==> src/design/stt_pkg.sv <==
`timescale 1ns / 1ps
// Shared types and constants for the software timer slot table.
// No dependencies; used by stt_cell and software_timer_slot_table_core.
package stt_pkg;

  localparam int SLOT_COUNT = 8;
  localparam int POS_W      = (SLOT_COUNT > 1) ? $clog2(SLOT_COUNT) : 1;

  typedef enum logic [2:0] {
    KIND_TICK      = 3'd0,
    KIND_START_ONE = 3'd1,
    KIND_START_PER = 3'd2,
    KIND_CANCEL    = 3'd3,
    KIND_RESTART   = 3'd4
  } kind_t;

  typedef enum logic [1:0] {
    MODE_EMPTY    = 2'd0,
    MODE_ONCE     = 2'd1,
    MODE_PERIODIC = 2'd2
  } mode_t;

  typedef enum logic [2:0] {
    STAT_IDLE    = 3'd0,
    STAT_FIRED   = 3'd1,
    STAT_STARTED = 3'd2,
    STAT_FULL    = 3'd3,
    STAT_DONE    = 3'd4,
    STAT_BAD     = 3'd5
  } status_t;

  // Broadcast from the controller to every cell.
  typedef struct packed {
    logic [2:0]  kind;
    logic [31:0] now;
    logic [31:0] duration;
    logic        match;
  } cmd_t;

  // Events raised by the cell that holds the scan token.
  typedef struct packed {
    logic fire;
    logic per;
    logic take;
    logic hit;
  } evt_t;

endpackage

==> src/design/stt_cell.sv <==
`timescale 1ns / 1ps
// One timer slot: mode, start time and duration, plus the scan token stage.
// Depends on stt_pkg.
module stt_cell (
  input  logic          clk,
  input  logic          rst_n,
  input  stt_pkg::cmd_t cmd,
  input  logic          tok_in,
  input  logic          found_in,
  output logic          tok_out,
  output logic          found_out,
  output stt_pkg::evt_t evt
);
  import stt_pkg::*;

  mode_t       mode_r, mode_nxt;
  logic [31:0] start_r, start_nxt;
  logic [31:0] length_r, length_nxt;
  logic        tok_r;
  logic        found_r;

  logic [31:0] expiry;
  logic        expired;
  logic        is_start;
  logic        is_slot_op;
  logic        fire, take, hit;

  always_comb begin
    expiry     = start_r + length_r;
    expired    = cmd.now > expiry;
    is_start   = (cmd.kind == KIND_START_ONE) || (cmd.kind == KIND_START_PER);
    is_slot_op = (cmd.kind == KIND_CANCEL) || (cmd.kind == KIND_RESTART);
    fire = tok_in && (cmd.kind == KIND_TICK) && (mode_r != MODE_EMPTY) && expired;
    take = tok_in && is_start && !found_in && (mode_r == MODE_EMPTY);
    hit  = tok_in && is_slot_op && cmd.match && (mode_r != MODE_EMPTY);

    evt.fire = fire;
    evt.per  = tok_in && (mode_r == MODE_PERIODIC);
    evt.take = take;
    evt.hit  = hit;
  end

  always_comb begin
    mode_nxt   = mode_r;
    start_nxt  = start_r;
    length_nxt = length_r;
    priority if (fire) begin
      // one-shot drops out, periodic rearms at the current time
      if (mode_r == MODE_ONCE) mode_nxt = MODE_EMPTY;
      else start_nxt = cmd.now;
    end else if (take) begin
      mode_nxt   = (cmd.kind == KIND_START_ONE) ? MODE_ONCE : MODE_PERIODIC;
      start_nxt  = cmd.now;
      length_nxt = cmd.duration;
    end else if (hit) begin
      if (cmd.kind == KIND_CANCEL) mode_nxt = MODE_EMPTY;
      else start_nxt = cmd.now;
    end
  end

  always_ff @(posedge clk) begin
    if (!rst_n) begin
      mode_r  <= MODE_EMPTY;
      tok_r   <= 1'b0;
      found_r <= 1'b0;
    end else begin
      mode_r  <= mode_nxt;
      tok_r   <= tok_in;
      found_r <= found_in | take;
    end
  end

  always_ff @(posedge clk) begin
    start_r  <= start_nxt;
    length_r <= length_nxt;
  end

  assign tok_out   = tok_r;
  assign found_out = found_r;

endmodule

==> src/design/software_timer_slot_table_core.sv <==
`timescale 1ns / 1ps
// Top level of the timer slot table: request control, time counter, result
// sequencing and the chain of slot cells. Depends on stt_pkg and stt_cell.
//
//  channel   handshake             payload
//  request   start / busy          in_kind, in_slot, in_duration
//  result    out_strobe (1 cycle)  out_status, out_slot_index,
//                                  out_was_periodic, out_last
//
// A request walks a scan token down the cell chain one slot a cycle, then S_DONE
// builds the final result.
// busy is high from the cycle after acceptance until the final result is
// registered; the next request can be taken while that result is shown.
// Each fired result of a tick goes out when the next slot fires, or at the end.
// Synchronous reset empties every slot and clears the time counter.
// The receiver cannot stall; every result is shown for exactly one cycle.
module software_timer_slot_table_core (
  input  logic        clk,
  input  logic        rst_n,
  input  logic        start,
  output logic        busy,
  input  logic [2:0]  in_kind,
  input  logic [5:0]  in_slot,
  input  logic [31:0] in_duration,
  output logic        out_strobe,
  output logic [2:0]  out_status,
  output logic [5:0]  out_slot_index,
  output logic        out_was_periodic,
  output logic        out_last
);
  import stt_pkg::*;

  typedef enum logic [2:0] {
    S_IDLE = 3'b001,
    S_SCAN = 3'b010,
    S_DONE = 3'b100
  } state_t;

  state_t           state_r, state_nxt;
  logic [2:0]       kind_r;
  logic [5:0]       slot_r;
  logic [31:0]      dur_r;
  logic [31:0]      now_r, now_nxt;
  logic [POS_W-1:0] pos_r, pos_nxt;
  logic             inj_r;
  logic             pend_v_r, pend_v_nxt;
  logic [POS_W-1:0] pend_idx_r, pend_idx_nxt;
  logic             pend_per_r, pend_per_nxt;
  logic             hit_r, hit_nxt;
  logic [POS_W-1:0] hit_idx_r, hit_idx_nxt;

  logic             strobe_r, strobe_nxt;
  logic [2:0]       status_r, status_nxt;
  logic [5:0]       idx_r, idx_nxt;
  logic             per_r, per_nxt;
  logic             last_r, last_nxt;

  logic             accept;
  cmd_t             cmd;
  logic [SLOT_COUNT:0] tok;
  logic [SLOT_COUNT:0] found;
  evt_t             evts [SLOT_COUNT];
  evt_t             evt_any;

  assign accept = start && !busy;
  assign busy   = (state_r != S_IDLE);

  always_comb begin
    cmd.kind     = kind_r;
    cmd.now      = now_r;
    cmd.duration = dur_r;
    cmd.match    = (6'(pos_r) == slot_r);
  end

  assign tok[0]   = inj_r;
  assign found[0] = 1'b0;

  for (genvar g = 0; g < SLOT_COUNT; g++) begin : g_cell
    stt_cell u_cell (
      .clk      (clk),
      .rst_n    (rst_n),
      .cmd      (cmd),
      .tok_in   (tok[g]),
      .found_in (found[g]),
      .tok_out  (tok[g+1]),
      .found_out(found[g+1]),
      .evt      (evts[g])
    );
  end

  // only the token holder raises events, so an OR picks them up
  always_comb begin
    evt_any = '0;
    for (int i = 0; i < SLOT_COUNT; i++) begin
      evt_any = evt_any | evts[i];
    end
  end

  always_comb begin
    state_nxt    = state_r;
    now_nxt      = now_r;
    pos_nxt      = pos_r;
    pend_v_nxt   = pend_v_r;
    pend_idx_nxt = pend_idx_r;
    pend_per_nxt = pend_per_r;
    hit_nxt      = hit_r;
    hit_idx_nxt  = hit_idx_r;
    strobe_nxt   = 1'b0;
    status_nxt   = status_r;
    idx_nxt      = idx_r;
    per_nxt      = per_r;
    last_nxt     = last_r;

    unique case (state_r)
      S_IDLE: begin
        if (accept) begin
          state_nxt  = S_SCAN;
          pos_nxt    = '0;
          pend_v_nxt = 1'b0;
          hit_nxt    = 1'b0;
          // advance time before the tick scan compares
          if (kind_t'(in_kind) == KIND_TICK) now_nxt = now_r + 32'd1;
        end
      end
      S_SCAN: begin
        if (evt_any.fire) begin
          // release the previous fired slot, it is not the last one
          if (pend_v_r) begin
            strobe_nxt = 1'b1;
            status_nxt = STAT_FIRED;
            idx_nxt    = 6'(pend_idx_r);
            per_nxt    = pend_per_r;
            last_nxt   = 1'b0;
          end
          pend_v_nxt   = 1'b1;
          pend_idx_nxt = pos_r;
          pend_per_nxt = evt_any.per;
        end
        if (evt_any.take || evt_any.hit) begin
          hit_nxt     = 1'b1;
          hit_idx_nxt = pos_r;
        end
        if (pos_r == POS_W'(SLOT_COUNT - 1)) state_nxt = S_DONE;
        else pos_nxt = pos_r + 1'b1;
      end
      S_DONE: begin
        state_nxt  = S_IDLE;
        strobe_nxt = 1'b1;
        last_nxt   = 1'b1;
        per_nxt    = 1'b0;
        idx_nxt    = '0;
        unique case (kind_r)
          KIND_TICK: begin
            if (pend_v_r) begin
              status_nxt = STAT_FIRED;
              idx_nxt    = 6'(pend_idx_r);
              per_nxt    = pend_per_r;
            end else begin
              status_nxt = STAT_IDLE;
            end
          end
          KIND_START_ONE, KIND_START_PER: begin
            if (hit_r) begin
              status_nxt = STAT_STARTED;
              idx_nxt    = 6'(hit_idx_r);
            end else begin
              status_nxt = STAT_FULL;
            end
          end
          KIND_CANCEL, KIND_RESTART: begin
            status_nxt = hit_r ? STAT_DONE : STAT_BAD;
          end
          default: status_nxt = STAT_BAD;
        endcase
      end
      default: state_nxt = S_IDLE;
    endcase
  end

  always_ff @(posedge clk) begin
    if (!rst_n) begin
      state_r  <= S_IDLE;
      now_r    <= '0;
      inj_r    <= 1'b0;
      strobe_r <= 1'b0;
      pend_v_r <= 1'b0;
      hit_r    <= 1'b0;
      pos_r    <= '0;
    end else begin
      state_r  <= state_nxt;
      now_r    <= now_nxt;
      inj_r    <= accept;
      strobe_r <= strobe_nxt;
      pend_v_r <= pend_v_nxt;
      hit_r    <= hit_nxt;
      pos_r    <= pos_nxt;
    end
  end

  always_ff @(posedge clk) begin
    if (accept) begin
      kind_r <= in_kind;
      slot_r <= in_slot;
      dur_r  <= in_duration;
    end
    pend_idx_r <= pend_idx_nxt;
    pend_per_r <= pend_per_nxt;
    hit_idx_r  <= hit_idx_nxt;
    status_r   <= status_nxt;
    idx_r      <= idx_nxt;
    per_r      <= per_nxt;
    last_r     <= last_nxt;
  end

  assign out_strobe       = strobe_r;
  assign out_status       = status_r;
  assign out_slot_index   = idx_r;
  assign out_was_periodic = per_r;
  assign out_last         = last_r;

  a_one_token: assert property (@(posedge clk) disable iff (!rst_n)
    $onehot0(tok))
    else $error("more than one scan token in the cell chain");

  a_token_in_scan: assert property (@(posedge clk) disable iff (!rst_n)
    (tok[SLOT_COUNT:1] != '0) |-> (state_r == S_SCAN) || (state_r == S_DONE))
    else $error("scan token outside a scan");

  a_busy_after_accept: assert property (@(posedge clk) disable iff (!rst_n)
    accept |=> busy)
    else $error("request accepted but block not busy");

  a_tick_advances: assert property (@(posedge clk) disable iff (!rst_n)
    (accept && (in_kind == KIND_TICK)) |=> (now_r == $past(now_r) + 32'd1))
    else $error("tick did not advance the time counter");

  a_strobe_in_work: assert property (@(posedge clk) disable iff (!rst_n)
    strobe_r |-> $past(state_r) != S_IDLE)
    else $error("result strobe without a request in progress");

  a_found_at_end: assert property (@(posedge clk) disable iff (!rst_n)
    (state_r == S_DONE) |-> (found[SLOT_COUNT] ==
      (hit_r && ((kind_r == KIND_START_ONE) || (kind_r == KIND_START_PER)))))
    else $error("allocation flag at the chain end disagrees with the scan");

endmodule

==> config.mk <==
export PLATFORM = sky130hd
export DESIGN_NAME = software_timer_slot_table_core
export DESIGN_NICKNAME = d
export VERILOG_FILES = /design/src/design/stt_pkg.sv /design/src/design/stt_cell.sv /design/src/design/software_timer_slot_table_core.sv
export SDC_FILE = /design/constraint.sdc
export NUM_CORES = 1
export LEC_CHECK = 0
export ABC_AREA = 1
export ABC_CLOCK_PERIOD_IN_PS = 13400
export BUFFER_PORTS_ARGS = -buffer_cell sky130_fd_sc_hd__clkbuf_2
export CAP_MARGIN = 10
export CORE_MARGIN = 4
export CORE_UTILIZATION = 50
export CTS_BUF_LIST = sky130_fd_sc_hd__clkbuf_4
export DETAILED_ROUTE_END_ITERATION = 12
export PLACE_DENSITY = 0.74
export SYNTH_ARGS = -nofsm -noshare
export SYNTH_HDL_FRONTEND = slang
export SYNTH_SLANG_ARGS = --single-unit
==> constraint.sdc <==
create_clock -name clk -period 13.4 [get_ports clk]
set_clock_uncertainty 0.15 [all_clocks]
set_input_delay 0.67 -clock clk [delete_from_list [all_inputs] [get_ports clk]]
set_output_delay 0.67 -clock clk [all_outputs]
set_load 0.01 [all_outputs]
After elaboration in Yosys (flattened, before gate mapping) --
Index checks and enable logic that the tools add are counted.
Cells by class: muxes and demuxes 102, add/subtract/negate cells 10, bitwise gates (word level) 21, reductions and logical operators 161, eq/ne operators 56, $lt $le $gt $ge 8
Operator list (count):
- 32-bit two-way mux | 33
- 32-bit adder | 8
- 32-bit greater-than comparator | 8
- 1-bit logical AND | 80
- 2-bit two-way mux | 34
- 3-bit AND reduction | 21
- 3-bit nonzero test | 16
- 2-bit != test (second input constant) | 22
- 32-bit by 1-bit adder with 32-bit output (second input constant) | 1
- 4-bit OR | 7
- 3-bit by 1-bit != test with 1-bit output (second input constant) | 9
- 3-bit two-way mux | 8
- 3-bit case mux with 2 select lines | 4
- 2-bit AND reduction | 11
- 2-bit nonzero test | 10
- 2-bit by 1-bit == test with 1-bit output (second input constant) | 8
- 2-bit == test (second input constant) | 8
- 2-bit logical NOT | 8
- 1-bit two-way mux | 14
- 6-bit two-way mux | 2
- 6-bit case mux with 2 select lines | 1
- 1-bit case mux with 2 select lines | 5
- 3-bit by 2-bit == test with 1-bit output (second input constant) | 3
- 3-bit == test (second input constant) | 3
- other kinds (10) | 34
Storage, ports and cells: logic and storage cells 413, register bits 643

Depth between registers and ports, before layout --
Gate-level depths: netlist of the first run.
depth in word-level cells 15, depth in mapped cells 29

Modules after synthesis --
Synthesis of the first run repeated with hierarchy kept, for this count alone.
Second synthesis, totals: cell total of the unflattened synthesis 4631, area total of the unflattened synthesis 42313.1 µm²
Modules (own cells, without submodules):
- stt_cell at g_cell[0].u_cell ... | sequential area each 2001.9 µm², area an instance 4738.3 µm², cells an instance 522, times used 4
- stt_cell at g_cell[1].u_cell ... | sequential area each 2001.9 µm², area an instance 4779.6 µm², cells an instance 522, times used 2
- stt_cell at g_cell[7].u_cell | sequential area each 2001.9 µm², area an instance 4812.1 µm², cells an instance 523, times used 1
- stt_cell at g_cell[6].u_cell | sequential area each 2001.9 µm², area an instance 4792.1 µm², cells an instance 512, times used 1
- software_timer_slot_table_core | sequential area each 2522.4 µm², area an instance 4196.5 µm², cells an instance 464, times used 1

Worst setup path after synthesis of the first run --
Ideal clock, no wire load.
path kind register -> register, start register g_cell[6].u_cell.length_r[0], end register g_cell[6].u_cell.start_r[0], enable pin, buffers on the path 0, slack 7908 ps, setup time 441 ps, stages on the path, launching flop included 23, data required time 12809 ps, data arrival time 4902 ps, path through edfxtp_1 -> ha_1 -> fa_1 -> nand3_1 -> nand3_1 -> nand3_1 -> nand2_1 -> nand3_1 -> nand2_1 -> a21oi_1 -> o21ai_2 -> nand3_1 -> nand2_1 -> xor2_1 -> ha_1 -> nand2_1 -> nor2_1 -> nand4_1 -> nor4_1 -> nand2_1 -> a21oi_1 -> o21ai_0 -> a31oi_1
Between the ends: word-level cells in the longest chain between the ends 5
RTL lines:
- start: declaration | line stt_cell.sv:18 | logic [31:0] length_r, length_nxt;
- start signal: assignment | line stt_cell.sv:75 | length_r <= length_nxt;
- 32-bit adder * | line stt_cell.sv:29 | expiry = start_r + length_r;
- 32-bit greater-than comparator * | line stt_cell.sv:30 | expired = cmd.now > expiry;
- 1-bit logical AND * | line stt_cell.sv:33 | fire = tok_in && (cmd.kind == KIND_TICK) && (mode_r != MODE_EMPTY) && expired;
- 3-bit by 1-bit != test with 1-bit output (no line) (tied with other cells)
- 3-bit AND reduction (no line) *
- end signal: assignment | line stt_cell.sv:74 | start_r <= start_nxt;
- end: declaration | line stt_cell.sv:17 | logic [31:0] start_r, start_nxt;
Mark *: on every way between the ends. The rest lies on a longest branch, timed or not. A chain may end at the register's enable or synchronous reset.

Worst setup path after layout of the first run --
start register g_cell[6].u_cell.length_r[0], end register g_cell[6].u_cell.start_r[30], enable pin
The elaborated chain is that of the path after synthesis.

==> results.md, run 1 <==
- Slew @ Worst Pin: roughly 1.1 ns
- Final Non-Filler Cells: roughly 5,500
- Port buffer count: 53
- Total CTS buffers: 168
- Maximum clock path buffer count: 3
- R2R Path Start: g_cell[6].u_cell.length_r[0]
- Iteration-0 DRC Markers: around 2,400
- Layout cells sized above 1: 9.99%
- Chip width: 289 um
- Pwr dens: 94.1 nW/um2
- Vias post-DR: 31,600
- Hold Path Class: primary input to register
- FF+latch area: between 15,000 and 20,000 um2
- Peak VDD IR: 0.0883 mV
- Post-synth cell types: 62
- Seq/Total Area, Yosys: a little under half
- Initial Util: 50.8%
- Area Growth Syn to Fin: 11.4%
- Largest net degree at the start of global routing: 52
- Tmin final: 5.58 ns
- TritonCTS Sinks: 640
- Via density: roughly 5.7
- Worst-path clk slew: 0.07 ns
- Worst path buffer plus inverter count: 1
- Prevailing post-synth register cell: edfxtp_1
- DR pass1 iterations: 5
- Fin. max-slew vios: 0
- Root buf cell: clkbuf_4
- Clk_lat worst skew: a little over 1 ns
- Post-Route WL: 116,000 um
- Final Cycle Share: between 40% and 50%
- Fillers: between 6,000 and 7,000
- Slowest stage delay, CP: 0.74 ns
- Hold Startpoint: rst_n
- RSZ-0062 raised after global routing: no
- Post-route ant nets: 0
- Setup TNS Final: 0 ns
- Number of global-route vias before repair: 32,100
- Max-Cap Viols: 0
- WL/cell: 20.9 um
- Syn avg cell area: 9.77 um2
- Startpoint class of the critical path: register
- Critical-path top delay cell: a31oi_4
- TritonCTS clock tree: yes
- Leak: 18.6 nW
- Critical Path Start: g_cell[6].u_cell.length_r[0]
- Die Footprint: 83,800 um2
- Final core occ: between 50 and 60%
- Fmax: 0.179 GHz
- Status: finished clean
- H-tree depth: 4
- DP Cell Count: around 5,200
- Number of flops mapped to enable cells by yosys: 568
- Post-CTS Setup Bufs: 0
- Critical Path Sink Type: register
- Family with the most delay on the worst path: compound AO/OA/AOI/OAI gates
- DR DRC count: 0
- # setup viols final: 0
- Crit-path cells: ha_1 -> fa_1 -> nand3_1 -> nand3_1 -> nand3_1 -> nand2_1 -> nand3_1 -> nand2_1 -> a21oi_1 -> o21ai_2 -> nand3_1 -> nand2_1 -> xor2_1 -> ha_1 -> nand2_1 -> nor2_1 -> nand4_1 -> nor4_1 -> nand2_1 -> a21oi_1 -> o21ai_0 -> a31oi_4 -> buf_16
- Rows: 102
- Core area: 78,000 um2
- Synth warnings: 0
- Nets: between 4,000 and 5,000
- Antenna violations before repair: 8
- GRT Total Usage: 27.5%
- Critical path type: register to register
- Number of synthesized register bits: 640
- Max-slew headroom: around 23%
- Post-synthesis cell count: 4,053
- Ys async rst share: 0%
- Die Height: 289 um
- Design Power: 4.15 mW
- Routability cong.: 1.03
- Syn Std Cell Area: 39,600 um2
- First-pass GRT wire length: 173,000 um
- Endpoints failing hold: 0
- Overflow after GRT: 0
- WP data required: 13.94 ns
- Final HPWL DP: 86,600 um
- I/O pins: 57
- Multi-input logic area: 19,700 um2
- WP data arrival: 6.11 ns
- Max FO, Critical Path: 19
## Yosys cell counts, types with 40 or more instances
library cell | count | area share [%]
dfxtp_1 | 72 | 3.6
a21oi_1 | 446 | 5.6
nor3_1 | 77 | 0.97
nor2_1 | 297 | 2.8
nand3_1 | 128 | 1.6
nand4_1 | 40 | 0.63
nand2_1 | 776 | 7.4
edfxtp_1 | 568 | 43
o21ai_0 | 154 | 1.9
xor2_1 | 121 | 2.7
ha_1 | 507 | 16
inv_1 | 385 | 3.6
xnor2_1 | 125 | 2.8
## worst min-delay path, stage by stage
cell and delay (ns):
clkbuf_2 0.42, nand2_1 0.20, inv_1 0.03
## layout make-up
class	count	area share (%)
Antenna cell	2	0.0113
Clock buffer	224	3.81
Clock inverter	80	0.873
Inverter	397	3.38
Multi-Input combinational cell	3006	44.5
Sequential cell	640	41.9
Tap cell	1040	2.95
Timing Repair Buffer	149	2.52
## worst paths after layout
| check | to | slack, ns | cells past startpoint |
|---|---|---|---|
| setup / recovery | g_cell[6].u_cell.start_r[30] | 7.82 | 23 |
| hold / removal | g_cell[0].u_cell.tok_out | 0.20 | 3 |
| setup reg to reg | g_cell[6].u_cell.start_r[30] | 7.82 | 23 |
| hold reg to reg | g_cell[1].u_cell.tok_out | 0.29 | 2 |
## cell usage in the layout, fill, tap and decap left out, types with 125 or more instances in the layout
master / netlist / routed
a21oi_1: 446 / 446
clkbuf_4: 0 / 224
nor2_1: 297 / 297
xnor2_1: 125 / 125
edfxtp_1: 568 / 568
inv_1: 385 / 385
nand3_1: 128 / 128
o21ai_0: 154 / 153
nand2_1: 776 / 776
ha_1: 507 / 507
## report_power, final
group          switching [mW]  internal [mW]
sequential             0.0682           2.21
combinational           0.147         0.0775
clock                   0.856          0.794
## flip-flops by register name, indices dropped and copies added, names as in the netlist, 3 cells and up
register / flops
g_cell.u_cell.length_r: 256
g_cell.u_cell.start_r: 256
dur_r: 32
now_r: 32
g_cell.u_cell.mode_r: 16
g_cell.u_cell.found_out: 7
g_cell.u_cell.tok_out: 7
slot_r: 6
hit_idx_r: 3
kind_r: 3
out_slot_index: 3
out_status: 3
pend_idx_r: 3
pos_r: 3
state_r: 3
## stage by stage
stage	setup WS (ns)	cell area, um2	hold WS (ns)
CTS	7.63	44100	0.0802
global route	7.50	44100	0.129
global placement	7.81	41600	0.273
floorplan	7.91	39600	0.257
detailed placement	7.72	41600	0.272
finish	7.82	44100	0.198
## cell families (layout without fill, tap and decap cells)
family	count (synthesis)	after routing	synth area share, %
buf+inv	409	850	3.92
simple gates	1398	1398	15.2
other cells	1	5	0.00947
flops	640	640	46.7
compound gates	844	844	12.3
xor+xnor	246	246	5.44
fa+ha+maj	515	515	16.4
## metal layers
layer / GRT usage, % / share of wire [%]
met5: 0 / 0
met4: 15.4 / 5.6
met3: 4.01 / 6.1
met2: 48.2 / 49
met1: 32.4 / 39
## what timing repair did
item,4_1_cts,5_1_grt
endpoints found under the hold margin,48,0
resized for setup,0,0
hold buffers,42,0
No activity file was read; power rests on OpenSTA's default activity.
==> run 2: changes to the inputs <==
- ABC_CLOCK_PERIOD_IN_PS: 13400 -> 5800
- clock period: 13.4 -> 5.8 ns (I/O delays scaled with it)
==> run 2 against run 1 <==
Net effect: first-iteration DRC count is 7.7% lower; worst setup slack worse by 7.3 ns; wire length is 3.7% lower; power is 130% higher; utilization is 0.66 points higher; sequential share of layout area is 0.48 points lower; global-route usage is 0.95 points lower; die area stayed put; cell count is 0.78% higher; critical path depth is 2 lower; count of clock-buffer cells in the layout stayed put; final area is 1.2% higher.
==> results.md, run 2 (synthesis gave the netlist of run 1 again) <==
- Rows: 102
- Die Footprint: 83,800 um2
- Root buf cell: clkbuf_4
- H-tree depth: 4
- GR Util met2: 46.0%
- TritonCTS clock tree: yes
- Max-slew headroom: roughly a quarter
- Levels on crit path: 21
- Final HPWL DP: 84,600 um
- Worst R2R Path Depth: 21
- DR pass1 iterations: 8
- Critical Path Sink Type: register
- Setup TNS Final: 0 ns
- Flop pwr share: 53.8%
- Post-route ant nets: 0
- Via density: 5.69
- Largest net degree at the start of global routing: 44
- GRT Total Usage: 26.6%
- Most frequent cells in the layout: nand2_1 (776), edfxtp_1 (568), ha_1 (507), a21oi_1 (446), inv_1 (385)
- Fmax: 0.190 GHz
- Layout cells sized above 1: 9.81%
- Post-CTS Setup Bufs: 0
- Port buffer count: between 50 and 60
- RSZ-0062 raised after global routing: no
- CTS resizes: 0
- Max-Cap Viols: 0
- Most used cell, CP: nand2_1
- R2R Path Start: g_cell[4].u_cell.start_r[17]
- Antenna violations before repair: 5
- Leak: 18.8 nW
- Pwr dens: 219 nW/um2
- FF+latch area: 18,500 um2
- Final Cycle Share: 90.8%
- Clk_lat worst skew: 1.04 ns
- TritonCTS Sinks: 640
- Worst path buffer plus inverter count: 1
- Fin. max-slew vios: 0
- Total CTS buffers: 167
- I/O pins: 57
- WP data arrival: 5.85 ns
- Die Height: 289 um
- Initial Util: 50.8%
- Area Growth Syn to Fin: 12.7%
- Clock network power share: approximately two fifths
- Met3 Track Usage GR: between 4 and 5%
- Vias post-DR: 31,700
- Peak VDD IR: 0.239 mV
- Routability cong.: between 1 and 1.5
- Combinational Power Share: 5.5%
- Chip width: 289 um
- First-pass GRT wire length: 170,000 um
- Number of global-route vias before repair: roughly 32,000
- Family with the most delay on the worst path: simple AND/OR/NAND/NOR gates
- Tmin final: 5.26 ns
- Most common cell after layout, fill and taps aside: nand2_1
- Iteration-0 DRC Markers: 2,215
- Final core occ: 57.2%
- Critical Path Start: g_cell[4].u_cell.start_r[17]
- Met1 usage: 31.3%
- Nets: 4,966
- Busiest grt layer: met2
- Hold Buf Count CTS: 85
- Switch Pwr: 2.43 mW
- Sw Ratio: 24.9%
- Int Pwr: 7.33 mW
- Startpoint class of the critical path: register
- DR DRC count: 0
- Post-Route WL: 112,000 um
- WP data required: 6.39 ns
- Hold Startpoint: in_kind[1]
- Fillers: around 6,700
- Core area: 78,000 um2
- Worst-path clk slew: 0.07 ns
- Critical-path top delay cell: nor4_1
- WHS Path Cells: 6
- Crit-path cells: ha_1 -> nand2_1 -> nor4_1 -> nand3_1 -> nand3_1 -> nand2_1 -> o211ai_1 -> a21oi_1 -> xor2_1 -> ha_1 -> nand2_1 -> nor2_1 -> nand4_1 -> nor2_1 -> a31oi_1 -> nand2_1 -> nand3_1 -> nor2_1 -> nand3_1 -> nand2_1 -> inv_1
- WL/cell: 20.0 um
- Overflow after GRT: 0
- Endpoints failing hold: 0
- Critical path type: register to register
- Slew @ Worst Pin: 1.14 ns
- Maximum clock path buffer count: 3
- Biggest regs: g_cell.u_cell.length_r (256), g_cell.u_cell.start_r (256)
- Slowest stage delay, CP: 0.62 ns
- # setup viols final: 0
- Hold Path Class: primary input to register
- Status: finished clean
- Multi-input logic area: 19,700 um2
- Max FO, Critical Path: 8
## run 2: cell types whose count changed in the layout (fill, tap and decap cells not counted), sizes merged
cell / previous run / this run
diode: 2 / 5
inv: 403 / 399
bufinv: 0 / 5
clkinv: 70 / 62
buf: 54 / 57
clkinvlp: 4 / 5
dlygate4sd3: 42 / 85
## run 2: worst paths after layout
check	end	slack, ns
worst min-delay path	now_r[2]	0.19
worst min register to register	g_cell[1].u_cell.tok_out	0.27
worst max-delay path	out_status[1]	0.54
worst max register to register	out_status[1]	0.54
## run 2: area by class of cell
cell class / count / area share [%]
sequential: 640 / 41.4
clock buffer: 224 / 3.77
clock inverter: 74 / 1.03
antenna: 5 / 0.0280
tap: 1040 / 2.92
timing repair buffer: 195 / 3.46
inverter: 397 / 3.34
multi-input combinational: 3006 / 44.0
## run 2: routing by layer
layer / wire length [um] / vias up
met3: 6190 / 356
met1: 44800 / 15200
met2: 54000 / 1042
met5: 0 / -
li1: - / 15200
met4: 6530 / 0
## run 2: worst reg2reg max path: stages, from the launching register on
cell      delay, ns
edfxtp_1       0.37
ha_1           0.37
nand2_1        0.17
nor4_1         0.62
nand3_1        0.23
nand3_1        0.24
nand2_1        0.08
o211ai_1       0.14
a21oi_1        0.14
xor2_1         0.17
ha_1           0.28
nand2_1        0.05
nor2_1         0.13
nand4_1        0.15
nor2_1         0.17
a31oi_1        0.12
nand2_1        0.26
nand3_1        0.11
nor2_1         0.43
nand3_1        0.27
nand2_1        0.17
inv_1          0.16
## run 2: metrics by stage
step / total power [mW] / cell area (um2) / instances / worst slack, ns / hold WS (ns)
6_report: 9.76 / 44600 / 5581 / 0.536 / 0.187
5_1_grt: 10.2 / 44600 / 5578 / 0.252 / 0.196
4_1_cts: 9.84 / 44600 / 5576 / 0.684 / 0.0496
3_5_place_dp: 5.83 / 41600 / 5193 / 0.712 / 0.266
3_3_place_gp: 5.82 / 41600 / 5193 / 0.834 / 0.265
2_1_floorplan: 5.58 / 39600 / 4055 / 0.308 / 0.239
## run 2: power by group through the flow
stage | Clock [mW] | Combinational (mW) | Sequential, mW
final | 3.97 | 0.535 | 5.25
after global routing | 4.31 | 0.593 | 5.26
after CTS | 4.06 | 0.526 | 5.25
after detailed placement | 0 | 0.480 | 5.35
after global placement | 0 | 0.470 | 5.35
after floorplan | 0 | 0.332 | 5.25
